File: src/utf8_stream_decoder_unit_macros.svh
// Assertion macros for the UTF-8 stream decoder.
// Uses the clk and rst_n names of the module that includes it.
`ifndef UTF8_STREAM_DECODER_UNIT_MACROS_SVH
`define UTF8_STREAM_DECODER_UNIT_MACROS_SVH

// Same-cycle implication, disabled during reset.
`define USD_ASSERT_NOW(label, ante, cons, msg) \
  label: assert property (@(posedge clk) disable iff (!rst_n) (ante) |-> (cons)) \
    else $error(msg);

// Next-cycle implication, disabled during reset.
`define USD_ASSERT_NEXT(label, ante, cons, msg) \
  label: assert property (@(posedge clk) disable iff (!rst_n) (ante) |=> (cons)) \
    else $error(msg);

`endif

File: src/usd_pkg.sv
// Shared types, constants and decode functions for the UTF-8 stream decoder.
// No dependencies.
package usd_pkg;

  localparam logic [7:0] ASCII_LIMIT = 8'h80;
  localparam logic [7:0] LEAD_C0     = 8'hC0;
  localparam logic [7:0] LEAD_C1     = 8'hC1;
  localparam logic [7:0] LEAD_F5     = 8'hF5;
  localparam logic [2:0] TAG_LEAD2   = 3'b110;
  localparam logic [3:0] TAG_LEAD3   = 4'hE;
  localparam logic [4:0] TAG_LEAD4   = 5'h1E;
  localparam logic [1:0] TAG_CONT    = 2'b10;

  localparam int CP_W  = 21;
  localparam int LEN_W = 3;

  // One decode step taken from the front of the byte buffer.
  typedef struct packed {
    logic             valid;   // a result can be produced
    logic [CP_W-1:0]  cp;
    logic [LEN_W-1:0] len;
    logic             bad;
  } step_t;

  // Controller to datapath.
  typedef struct packed {
    logic load;   // append the accepted byte
    logic emit;   // move the current step into the output register
  } ctl_cmd_t;

  // Datapath to controller.
  typedef struct packed {
    logic has_result;  // current buffer yields a result
    logic more;        // buffer after this result still yields one
    logic out_free;    // output register can take a result
  } dp_stat_t;

  function automatic logic [2:0] lead_length(input logic [7:0] c);
    logic [2:0] len;
    if (c < ASCII_LIMIT) begin
      len = 3'd1;
    end else if (c == LEAD_C0 || c == LEAD_C1 || c >= LEAD_F5) begin
      len = 3'd0;
    end else if (c[7:5] == TAG_LEAD2) begin
      len = 3'd2;
    end else if (c[7:4] == TAG_LEAD3) begin
      len = 3'd3;
    end else if (c[7:3] == TAG_LEAD4) begin
      len = 3'd4;
    end else begin
      len = 3'd0;
    end
    return len;
  endfunction

  function automatic logic is_cont(input logic [7:0] b);
    return b[7:6] == TAG_CONT;
  endfunction

  // Decode from b[0] with n bytes held (0..4).
  function automatic step_t decode_step(input logic [3:0][7:0] b, input logic [2:0] n,
                                        input logic eos);
    step_t      s;
    logic [2:0] len;
    logic       bad;
    logic [7:0] c;
    c   = b[0];
    len = lead_length(c);
    bad = (len == 3'd0);
    if (len >= 3'd2 && n >= 3'd2 && !is_cont(b[1])) bad = 1'b1;
    if (len >= 3'd3 && n >= 3'd3 && !is_cont(b[2])) bad = 1'b1;
    if (len == 3'd4 && n == 3'd4 && !is_cont(b[3])) bad = 1'b1;
    s.valid = (n != 3'd0);
    if (!bad && n < len) begin
      if (eos) begin
        bad = 1'b1;
      end else begin
        s.valid = 1'b0;
      end
    end
    s.bad = bad;
    s.len = bad ? 3'd1 : len;
    if (bad) begin
      s.cp = {13'd0, c};
    end else begin
      case (len)
        3'd2:    s.cp = {10'd0, c[4:0], b[1][5:0]};
        3'd3:    s.cp = {5'd0, c[3:0], b[1][5:0], b[2][5:0]};
        3'd4:    s.cp = {c[2:0], b[1][5:0], b[2][5:0], b[3][5:0]};
        default: s.cp = {13'd0, c};
      endcase
    end
    return s;
  endfunction

endpackage

File: src/usd_ctrl.sv
// Controller for the UTF-8 stream decoder: accept / scan sequencing.
// Depends on usd_pkg.
module usd_ctrl (
  input  logic              clk,
  input  logic              rst_n,
  input  logic              in_valid,
  output logic              in_ready,
  input  usd_pkg::dp_stat_t stat,
  output usd_pkg::ctl_cmd_t cmd
);
  import usd_pkg::*;

  localparam logic ST_IDLE = 1'b0;
  localparam logic ST_SCAN = 1'b1;

  logic state_r, state_nxt;

  always_comb begin
    state_nxt = state_r;
    cmd       = '0;
    in_ready  = 1'b0;
    case (state_r)
      ST_IDLE: begin
        in_ready = 1'b1;
        if (in_valid) begin
          cmd.load  = 1'b1;
          state_nxt = ST_SCAN;
        end
      end
      ST_SCAN: begin
        if (!stat.has_result) begin
          state_nxt = ST_IDLE;
        end else if (stat.out_free) begin
          cmd.emit = 1'b1;
          if (!stat.more) state_nxt = ST_IDLE;
        end
      end
      default: state_nxt = ST_IDLE;
    endcase
  end

  always_ff @(posedge clk) begin
    if (!rst_n) begin
      state_r <= ST_IDLE;
    end else begin
      state_r <= state_nxt;
    end
  end

endmodule

File: src/usd_dp.sv
// Datapath for the UTF-8 stream decoder: byte buffer, decode step, output register.
// Depends on usd_pkg.
module usd_dp (
  input  logic                     clk,
  input  logic                     rst_n,
  input  usd_pkg::ctl_cmd_t        cmd,
  output usd_pkg::dp_stat_t        stat,
  input  logic [7:0]               in_byte,
  input  logic                     in_eos,
  input  logic                     out_ready,
  output logic                     out_valid,
  output logic [usd_pkg::CP_W-1:0] out_cp,
  output logic [usd_pkg::LEN_W-1:0] out_len,
  output logic                     out_bad,
  output logic                     out_last
);
  import usd_pkg::*;

  logic [3:0][7:0]  buf_r, buf_nxt;
  logic [2:0]       cnt_r, cnt_nxt;
  logic             eos_r;
  logic [3:0][7:0]  buf_shift;
  logic [2:0]       cnt_shift;
  step_t            cur, nxt_step;
  logic             out_valid_r;
  logic [CP_W-1:0]  out_cp_r;
  logic [LEN_W-1:0] out_len_r;
  logic             out_bad_r;
  logic             out_last_r;

  assign cur = decode_step(buf_r, cnt_r, eos_r);

  // Drop the bytes the current result consumes.
  always_comb begin
    case (cur.len)
      3'd1:    buf_shift = {8'h00, buf_r[3:1]};
      3'd2:    buf_shift = {16'h0000, buf_r[3:2]};
      3'd3:    buf_shift = {24'h000000, buf_r[3]};
      3'd4:    buf_shift = '0;
      default: buf_shift = buf_r;
    endcase
  end
  assign cnt_shift = cnt_r - cur.len;
  assign nxt_step  = decode_step(buf_shift, cnt_shift, eos_r);

  assign stat.has_result = cur.valid;
  assign stat.more       = nxt_step.valid;
  assign stat.out_free   = !out_valid_r || out_ready;

  always_comb begin
    buf_nxt = buf_r;
    cnt_nxt = cnt_r;
    if (cmd.load) begin
      buf_nxt[cnt_r[1:0]] = in_byte;
      cnt_nxt             = cnt_r + 3'd1;
    end else if (cmd.emit) begin
      buf_nxt = buf_shift;
      cnt_nxt = cnt_shift;
    end
  end

  always_ff @(posedge clk) begin
    buf_r <= buf_nxt;
    if (cmd.load) eos_r <= in_eos;
    if (cmd.emit) begin
      out_cp_r   <= cur.cp;
      out_len_r  <= cur.len;
      out_bad_r  <= cur.bad;
      out_last_r <= !nxt_step.valid;
    end
  end

  always_ff @(posedge clk) begin
    if (!rst_n) begin
      cnt_r       <= 3'd0;
      out_valid_r <= 1'b0;
    end else begin
      cnt_r <= cnt_nxt;
      if (cmd.emit) begin
        out_valid_r <= 1'b1;
      end else if (out_ready) begin
        out_valid_r <= 1'b0;
      end
    end
  end

  assign out_valid = out_valid_r;
  assign out_cp    = out_cp_r;
  assign out_len   = out_len_r;
  assign out_bad   = out_bad_r;
  assign out_last  = out_last_r;

endmodule

File: src/utf8_stream_decoder_unit.sv
// UTF-8 stream decoder. One byte is taken per input transfer (in_tlast marks the
// last byte of the stream) and zero to four decoded results leave per byte on the
// output channel. Each result carries a code point and the number of stream bytes it
// consumed; a bad lead byte (C0, C1, F5..FF, a stray continuation, a lead followed by
// a non-continuation, or a sequence cut short by end of stream) comes out raw with
// length 1 and out_tuser set, and the bytes after it are decoded again. Overlong
// forms led by E0/F0 and surrogates are not rejected. out_tlast marks the last result
// caused by an input byte. Sequencing: an input byte is taken in the accept state, then
// the scan step in the controller releases its results one per cycle through the single
// output register while that register is free; a stalled output holds the scan, and no
// new byte is taken until the scan ends. A byte that only extends a pending sequence still
// passes through the scan state. The output register lets the next byte be taken while
// the last result still waits for out_tready.
// Depends on usd_pkg, usd_ctrl, usd_dp and the assertion macro header.
`include "utf8_stream_decoder_unit_macros.svh"

module utf8_stream_decoder_unit (
  input  logic        clk,
  input  logic        rst_n,
  input  logic        in_tvalid,
  output logic        in_tready,
  input  logic [7:0]  in_tdata,    // [7:0] data_byte
  input  logic        in_tlast,    // end_of_stream
  output logic        out_tvalid,
  input  logic        out_tready,
  output logic [23:0] out_tdata,   // [20:0] code_point, [23:21] seq_length
  output logic        out_tuser,   // malformed
  output logic        out_tlast    // last_result
);
  import usd_pkg::*;

  ctl_cmd_t         cmd;
  dp_stat_t         stat;
  logic [CP_W-1:0]  out_cp;
  logic [LEN_W-1:0] out_len;

  // Sequence: accept a byte, then scan out results one per cycle while the output register is free.
  usd_ctrl u_ctrl (
    .clk      (clk),
    .rst_n    (rst_n),
    .in_valid (in_tvalid),
    .in_ready (in_tready),
    .stat     (stat),
    .cmd      (cmd)
  );

  // Hold pending bytes, decode from the front, register each result.
  usd_dp u_dp (
    .clk       (clk),
    .rst_n     (rst_n),
    .cmd       (cmd),
    .stat      (stat),
    .in_byte   (in_tdata),
    .in_eos    (in_tlast),
    .out_ready (out_tready),
    .out_valid (out_tvalid),
    .out_cp    (out_cp),
    .out_len   (out_len),
    .out_bad   (out_tuser),
    .out_last  (out_tlast)
  );

  assign out_tdata = {out_len, out_cp};

  // A raw byte always reports length 1.
  `USD_ASSERT_NOW(a_bad_len_one, out_tvalid && out_tuser, out_tdata[23:21] == 3'd1, "malformed result with length other than 1")
  // Lengths stay within one to four bytes.
  `USD_ASSERT_NOW(a_len_range, out_tvalid, out_tdata[23:21] != 3'd0 && out_tdata[23:21] <= 3'd4, "result length out of range")
  // Never emit in the cycle a byte is taken.
  `USD_ASSERT_NOW(a_no_emit_on_load, in_tvalid && in_tready, !cmd.emit, "emit during input transfer")
  // Emitting the final result of a byte returns to accepting input.
  `USD_ASSERT_NEXT(a_last_frees_input, cmd.emit && !stat.more, in_tready, "input not ready after final result")

endmodule
File: config.mk
export PLATFORM = sky130hd
export DESIGN_NAME = utf8_stream_decoder_unit
export DESIGN_NICKNAME = d
export VERILOG_FILES = /design/src/usd_pkg.sv /design/src/usd_ctrl.sv /design/src/usd_dp.sv /design/src/utf8_stream_decoder_unit.sv
export VERILOG_INCLUDE_DIRS = /design/src /design/src/src
export SDC_FILE = /design/constraint.sdc
export NUM_CORES = 1
export LEC_CHECK = 0
export ABC_AREA = 0
export BUFFER_PORTS_ARGS = -buffer_cell sky130_fd_sc_hd__buf_2
export CAP_MARGIN = 30
export CORE_ASPECT_RATIO = 1.5
export CORE_MARGIN = 4
export CORE_UTILIZATION = 40
export CTS_CLUSTER_SIZE = 10
export DETAILED_ROUTE_END_ITERATION = 16
export PLACE_DENSITY_LB_ADDON = 0.05
export SYNTH_ARGS = -nofsm -noshare
export SYNTH_HDL_FRONTEND = slang
export SYNTH_SLANG_ARGS = --single-unit
File: constraint.sdc
create_clock -name clk -period 14.15 [get_ports clk]
set_clock_uncertainty 0.05 [all_clocks]
set_input_delay 2.1225 -clock clk [delete_from_list [all_inputs] [get_ports clk]]
set_output_delay 2.1225 -clock clk [all_outputs]
set_load 0.01 [all_outputs]
==> Flow_metrics.wiki, run 1 <==
{| class="wikitable"
! Metric !! Value
|-
| Run status || finished, final reports clean
|-
| Relative area change from synthesis to final layout || 15.3%
|-
| Setup TNS || 0 ns
|-
| Max Clk Rate || 172 MHz
|-
| Buffer depth of the longest clock path || 2
|-
| Total Routed Length || slightly below 10 mm
|-
| Type of element launching the critical path || flop
|-
| Flip-flop and latch count after synthesis || between 60 and 70
|-
| Final routed DRC violation total || 0
|-
| Synth Area per Inst || roughly 10 um2
|-
| Post-cts sizing count || 0
|-
| Final cycle utilization of the critical path || 41.0%
|-
| Cell Rows || 43
|-
| Hold bufs inserted after CTS || 0
|-
| Reported leakage power || 1.63 nW
|-
| Filler Cells Inserted || 863
|-
| Launch point of the worst reg-to-reg path || u_dp.buf_r[7]
|-
| Number of endpoints failing setup at the final stage || 0
|-
| Total I/O pin count || 41
|-
| Maximum fanout along the worst path || 22
|-
| Max-Slew Margin vs Limit || 31.4%
|-
| Reg-to-reg setup timing slack || between 8 and 9 ns
|-
| Clock latency of the later-clocked register in the worst-skew pair || between 0.3 and 0.4 ns
|-
| Yosys Warn Count || 0
|-
| Starting density of the core || roughly two fifths
|-
| Post-synthesis net count || ~400
|-
| Top cells by area, synth || edfxtp_1, o21ai_0, ha_1, nand2_1, a21oi_1
|-
| Fraction of registers with async set/reset || 0%
|-
| Number of cells after detailed placement || 496
|-
| Cell Chain, Critical Path || nand3_1 -> nor4_4 -> inv_2 -> ha_1 -> or3_1 -> and2_1 -> o211ai_2 -> a311o_1 -> ha_1 -> inv_1 -> fa_1 -> xor2_1 -> xnor2_1 -> ha_1 -> a211oi_1 -> nand2_1 -> o21ai_0 -> and2_1
|-
| Wire length of the first global-routing pass || 15.6 mm
|-
| P per Cell Area || 182 nW/um2
|-
| Largest stage delay on the critical path || 0.82 ns
|-
| Hold Crit Class || reg -> reg
|-
| Startpoint of the tightest hold check path || u_dp.cnt_r[1]
|-
| Die Span X || 87.1 um
|-
| Routed wirelength normalized by instance count || 19.0 um
|-
| Antenna Cells || 0
|-
| Max-Cap Viols || 0
|-
| Crit path capture type || flop
|-
| Num CTS Buffers || 9
|-
| Number of levels the H-tree was split into || 3
|-
| Most used standard cells in the synthesized netlist || edfxtp_1, nand2_1, nor2_1, o21ai_0, a21oi_1
|-
| CP Data Required Time || 14.30 ns
|-
| Worst Hold Endpoint || u_dp.cnt_r[1]
|-
| Predominant post-synthesis flop cell || edfxtp_1
|-
| TritonCTS clock tree || built
|-
| CTS Root Buffer Type || clkbuf_16
|-
| Fraction of layout instances using a drive strength above 1 || 18.3%
|-
| Sinks on the clock net || 64
|-
| Number of enable-type register cells in the synthesized netlist || slightly below 60
|-
| Post-synthesis cell area || 3760 um2
|-
| Hold WS || 0.568 ns
|-
| Cells on Worst Hold Path || 2
|-
| Residual antenna-violating net count after detailed routing || 0
|-
| Non-filler instance count after layout || roughly 510
|-
| Synth top area share || 47.2%
|-
| Half-perimeter wire length after detailed placement || 7.15 mm
|-
| Global routing usage summed across all routing layers || 18.5%
|-
| First-pass detailed-route iteration total || 7
|-
| Library cell contributing the largest single delay on the critical path || nor4_4
|-
| Routed via count divided by cell count || a little under 6
|-
| GPL Wtd Cong || 0.901
|-
| CP arrival || between 5 and 6 ns
|-
| Grt total ovfl || 0
|-
| Number of nets in the finished design || 419
|-
| R2R cell count || 18
|-
| Count of mapped cells out of synthesis || 365
|-
| Distinct cell type count of the synthesized netlist || 60
|-
| Clock transition at the registers of the reported paths || 0.05 ns
|-
| Period minus WS final || 5.80 ns
|-
| Via count of the first global-routing pass || 2895
|-
| # port buffers || 40
|-
| Power consumption || 0.789 mW
|-
| Reg2Reg Capture Point || u_dp.out_last
|-
| CP most frequent cell || ha_1
|-
| Pin count of the biggest net entering global routing || 38
|-
| Maximum vdd ir drop || 0.0000723 V
|-
| Unrepaired setup endpoints after global routing || false
|-
| Critical setup path kind || reg -> reg
|-
| Post-synthesis sequential area ratio || 49.8%
|-
| Setup bufs post-CTS || 0
|-
| Final Cell Area || 4330 um2
|-
| Most frequent cell after synthesis || edfxtp_1
|-
| Area of the placeable core || around 9200 um2
|-
| Count of final max-slew check failures || 0
|-
| Number of antenna violations at the first check in global routing || 0
|-
| Count of final hold-check violations || 0
|-
| Library cell with the largest summed area after synthesis || edfxtp_1
|-
| Least-Margin Pin Slew || 1.02 ns
|-
| Die outline area || 11000 um2
|-
| Vias post-DR || 3038
|-
| Placed instance area || 4050 um2
|-
| Die extent in y || 127 um
|-
| Number of violations reported at the end of detailed-routing iteration 0 || 277
|}
[flip-flops by register name, indices dropped and copies added (netlist names), 3 cells and up]
| signal | flops |
|---|---|
| u_dp.cnt_r | 3 |
| u_dp.buf_r | 32 |
| u_dp.out_len | 3 |
| u_dp.out_cp | 21 |
[power breakdown]
group	switching (mW)	internal, mW
registers	0.0338	0.254
logic	0.187	0.103
clock network	0.0769	0.134
[metrics by stage]
| step | setup slack, ns | utilization [%] |
|---|---|---|
| after global placement | 8.61 | 43.7 |
| after floorplan | 9.64 | - |
| final | 8.35 | 47.1 |
| after global routing | 7.89 | 47.1 |
| after detailed placement | 8.39 | 44.0 |
| after CTS | 8.35 | 47.1 |
[critical path, delay by kind of cell (launching register included)]
| kind | cells | cell delay [ns] |
|---|---|---|
| AND/OR/NAND/NOR | 6 | 1.91 |
| adder cells (fa/ha/maj) | 4 | 1.26 |
| AO/OA/AOI/OAI | 4 | 1.04 |
| flip-flops | 1 | 0.63 |
| XOR/XNOR | 2 | 0.52 |
| buffers and inverters | 2 | 0.26 |
[layout make-up]
| type | instances | area (um2) | share of cell area, % |
|---|---|---|---|
| multi-input combinational | 258 | 1720 | 39.6 |
| clock buffer | 11 | 233 | 5.38 |
| sequential | 64 | 1870 | 43.2 |
| inverter | 17 | 63.8 | 1.47 |
| tap | 112 | 140 | 3.24 |
| clock inverter | 5 | 47.5 | 1.10 |
| timing repair buffer | 45 | 258 | 5.95 |
[cells in the final DEF (no fill, tap or decap), types with 10 or more instances in the layout]
cell type,count
a21oi_1,23
a222oi_1,10
a22oi_1,15
and3_1,15
buf_2,40
edfxtp_1,59
ha_1,10
inv_1,15
nand2_1,33
nand3_1,14
nor2_1,30
o21ai_0,27
[metal layers]
metal | vias up | wire [um] | GRT usage [%]
met5 | - | 0 | 0
met4 | 0 | 362 | 9.12
met3 | 23 | 429 | 3.83
met2 | 87 | 4700 | 29.4
met1 | 1453 | 4240 | 23.7
li1 | 1475 | - | -
[kinds of logic after synthesis]
logic type | after synthesis | synth area share, %
and+or+nand+nor | 120 | 16.3
adders and majority gates | 11 | 3.86
buffers and inverters | 43 | 4.50
muxes | 1 | 0.266
xor gates and xnor gates | 2 | 0.466
DFF | 64 | 49.8
AOI/OAI and AO/OA | 124 | 24.8
[how the worst max path moves through the flow]
stage / from / depth (start not counted) / to / slack (ns)
2_1_floorplan: u_dp.buf_r[1] / 19 / u_dp.out_last / 9.64
3_3_place_gp: u_dp.buf_r[7] / 18 / u_dp.out_last / 8.61
3_5_place_dp: u_dp.buf_r[7] / 18 / u_dp.out_last / 8.39
4_1_cts: u_dp.buf_r[7] / 18 / u_dp.out_last / 8.35
5_1_grt: u_dp.buf_r[7] / 18 / u_dp.out_last / 7.89
6_report: u_dp.buf_r[7] / 18 / u_dp.out_last / 8.35
Note: power is estimated with default switching activity, not from simulation.
==> run 2: changes to the inputs <==
- clock period: 14.15 -> 5.1 ns (I/O delays scaled with it)
==> run 2 against run 1 <==
Against the previous run: die area did not move; critical endpoint unchanged; register-to-register slack lost 8.0 ns; via count grew 2.4%.
==> Flow_metrics.wiki, run 2 (synthesis results as in run 1) <==
{| class="wikitable"
! Metric !! Value
|-
| Run status || finished, final reports clean
|-
| Startpoint of the tightest hold check path || in_tlast
|-
| Relative area change from synthesis to final layout || 16.0%
|-
| Via count of the first global-routing pass || 2947 (+1.8%)
|-
| Final cycle utilization of the critical path || 93.7% (+53 points)
|-
| Fraction of layout instances using a drive strength above 1 || 19.7% (+1.5 points)
|-
| Least-Margin Pin Slew || 0.649 ns (-0.373 ns)
|-
| Area of the placeable core || 9200 um2 (unchanged)
|-
| Startpoint of the most critical setup path || u_dp.buf_r[2]
|-
| Cell Rows || 43 (unchanged)
|-
| # port buffers || 40 (unchanged)
|-
| Die extent in y || 127 um (unchanged)
|-
| Total Routed Length || 10.1 mm (+3.7%)
|-
| Num CTS Buffers || 9 (unchanged)
|-
| Launch point of the worst reg-to-reg path || u_dp.buf_r[2]
|-
| Type of element launching the critical path || flop
|-
| Max Clk Rate || 209 MHz (+21%)
|-
| Period minus WS final || 4.78 ns (-1.02 ns)
|-
| Hold Crit Class || in -> reg
|-
| Residual antenna-violating net count after detailed routing || 0 (unchanged)
|-
| Number of antenna violations at the first check in global routing || 0 (unchanged)
|-
| Reported leakage power || 1.65 nW (+1.1%)
|-
| GPL Wtd Cong || 0.886 (-1.7%)
|-
| Maximum fanout along the worst path || 13 (-41%)
|-
| Crit path capture type || flop
|-
| Filler Cells Inserted || 853 (-1.2%)
|-
| CP Data Required Time || 5.25 ns (-9.05 ns)
|-
| Count of final hold-check violations || 0 (unchanged)
|-
| Die Span X || 87.1 um (unchanged)
|-
| Max-Cap Viols || 0 (unchanged)
|-
| P per Cell Area || 500 nW/um2 (+170%)
|-
| Number of levels the H-tree was split into || 3 (unchanged)
|-
| Critical setup path kind || reg -> reg
|-
| Final routed DRC violation total || 0 (unchanged)
|-
| Number of nets in the finished design || 428 (+2.1%)
|-
| CP arrival || 4.93 ns (-1.03 ns)
|-
| Starting density of the core || 40.8% (unchanged)
|-
| Die outline area || 11000 um2 (unchanged)
|-
| TritonCTS clock tree || built
|-
| Sinks on the clock net || 64 (unchanged)
|-
| Buffer depth of the longest clock path || 2 (unchanged)
|-
| CTS Root Buffer Type || clkbuf_16
|-
| Flip-flop count of the largest register after layout || 32 (unchanged)
|-
| Number of violations reported at the end of detailed-routing iteration 0 || 353 (+27%)
|-
| Grt total ovfl || 0 (unchanged)
|-
| Pin count of the biggest net entering global routing || 38 (unchanged)
|-
| Largest register by flop count || u_dp.buf_r
|-
| Max-Slew Margin vs Limit || 56.7% (+25 points)
|-
| Total I/O pin count || 41 (unchanged)
|-
| Global routing usage summed across all routing layers || 18.9% (+0.42 points)
|-
| Antenna Cells || 0 (unchanged)
|-
| Routed wirelength normalized by instance count || 19.5 um (+2.5%)
|-
| Most common cell after layout, fill and taps aside || edfxtp_1
|-
| Clock transition at the registers of the reported paths || 0.05 ns (about the same)
|-
| First-pass detailed-route iteration total || 6 (-1)
|-
| Maximum vdd ir drop || 0.000225 V (+210%)
|-
| Core occupancy in the finished layout || 47.4% (+0.31 points)
|-
| Half-perimeter wire length after detailed placement || 7.36 mm (+2.9%)
|-
| Unrepaired setup endpoints after global routing || false
|-
| Clock latency of the later-clocked register in the worst-skew pair || 0.33 ns (about the same)
|-
| Vias post-DR || 3111 (+2.4%)
|-
| Most frequent cells in the layout || edfxtp_1, buf_2, nand2_1
|-
| Wire length of the first global-routing pass || 16.0 mm (+2.5%)
|-
| Routed via count divided by cell count || 6.01 (+1.2%)
|-
| Setup TNS || 0 ns (unchanged)
|-
| Count of final max-slew check failures || 0 (unchanged)
|-
| Number of endpoints failing setup at the final stage || 0 (unchanged)
|}
==> run 2: power breakdown <==
part / internal, mW / switching [mW] / total, mW / leakage [nW]
Clock: 0.315 / 0.203 / 0.519 / 0.119
Sequential: 0.705 / 0.0770 / 0.782 / 0.606
Combinational: 0.318 / 0.561 / 0.879 / 0.927
==> run 2: what timing repair did <==
item | 4_1_cts | 5_1_grt
hold buffers | 0 | 0
setup buffers | 0 | 0
resized for setup | 0 | 3
endpoints found under the setup margin | 0 | 2
==> run 2: worst paths after layout <==
| check | to | slack [ns] | cells past startpoint |
|---|---|---|---|
| max | u_dp.out_last | 0.32 | 18 |
| max reg2reg | u_dp.out_last | 0.32 | 18 |
| min | u_dp.eos_r | 0.56 | 1 |
| min reg2reg | u_dp.cnt_r[1] | 0.56 | 2 |
==> run 2: area by class of cell <==
type | count | area (um2) | share of cell area (%)
sequential | 64 | 1870 | 43.0
multi-input combinational | 258 | 1740 | 39.8
timing repair buffer | 54 | 305 | 7.01
clock buffer | 10 | 229 | 5.25
tap | 112 | 140 | 3.22
inverter | 17 | 63.8 | 1.46
clock inverter | 3 | 12.5 | 0.287
==> run 2: layer usage <==
metal	up-vias	routed length (um)	global-route usage, %
li1	1485	-	-
met1	1491	4240	24.7
met2	117	5060	30.2
met3	18	575	4.09
met4	0	210	7.95
met5	-	0	0
==> run 2: critical path, cell delays in order, from the launching register on <==
cell and delay (ns):
edfxtp_1 0.47, or4_1 0.67, o2111ai_4 0.29, ha_1 0.27
o21ai_0 0.11, o21ai_0 0.14, and2_1 0.23, o211ai_4 0.21
a311o_1 0.21, ha_1 0.15, inv_1 0.05, fa_1 0.42
xor2_1 0.16, xnor2_1 0.21, ha_1 0.28, a211oi_1 0.30
nand2_1 0.08, o21ai_1 0.19, and2_1 0.15
==> run 2: stage by stage <==
stage | hold slack (ns) | cell area, um2 | std cells | total power [mW] | worst slack [ns]
floorplan | 0.488 | 3760 | 365 | 1.38 | 0.595
global placement | 0.558 | 4100 | 505 | 1.64 | 0.406
detailed placement | 0.558 | 4100 | 505 | 1.65 | 0.256
CTS | 0.552 | 4340 | 518 | 2.17 | 0.211
global route | 0.550 | 4360 | 518 | 2.32 | 0.0195
finish | 0.559 | 4360 | 518 | 2.18 | 0.319
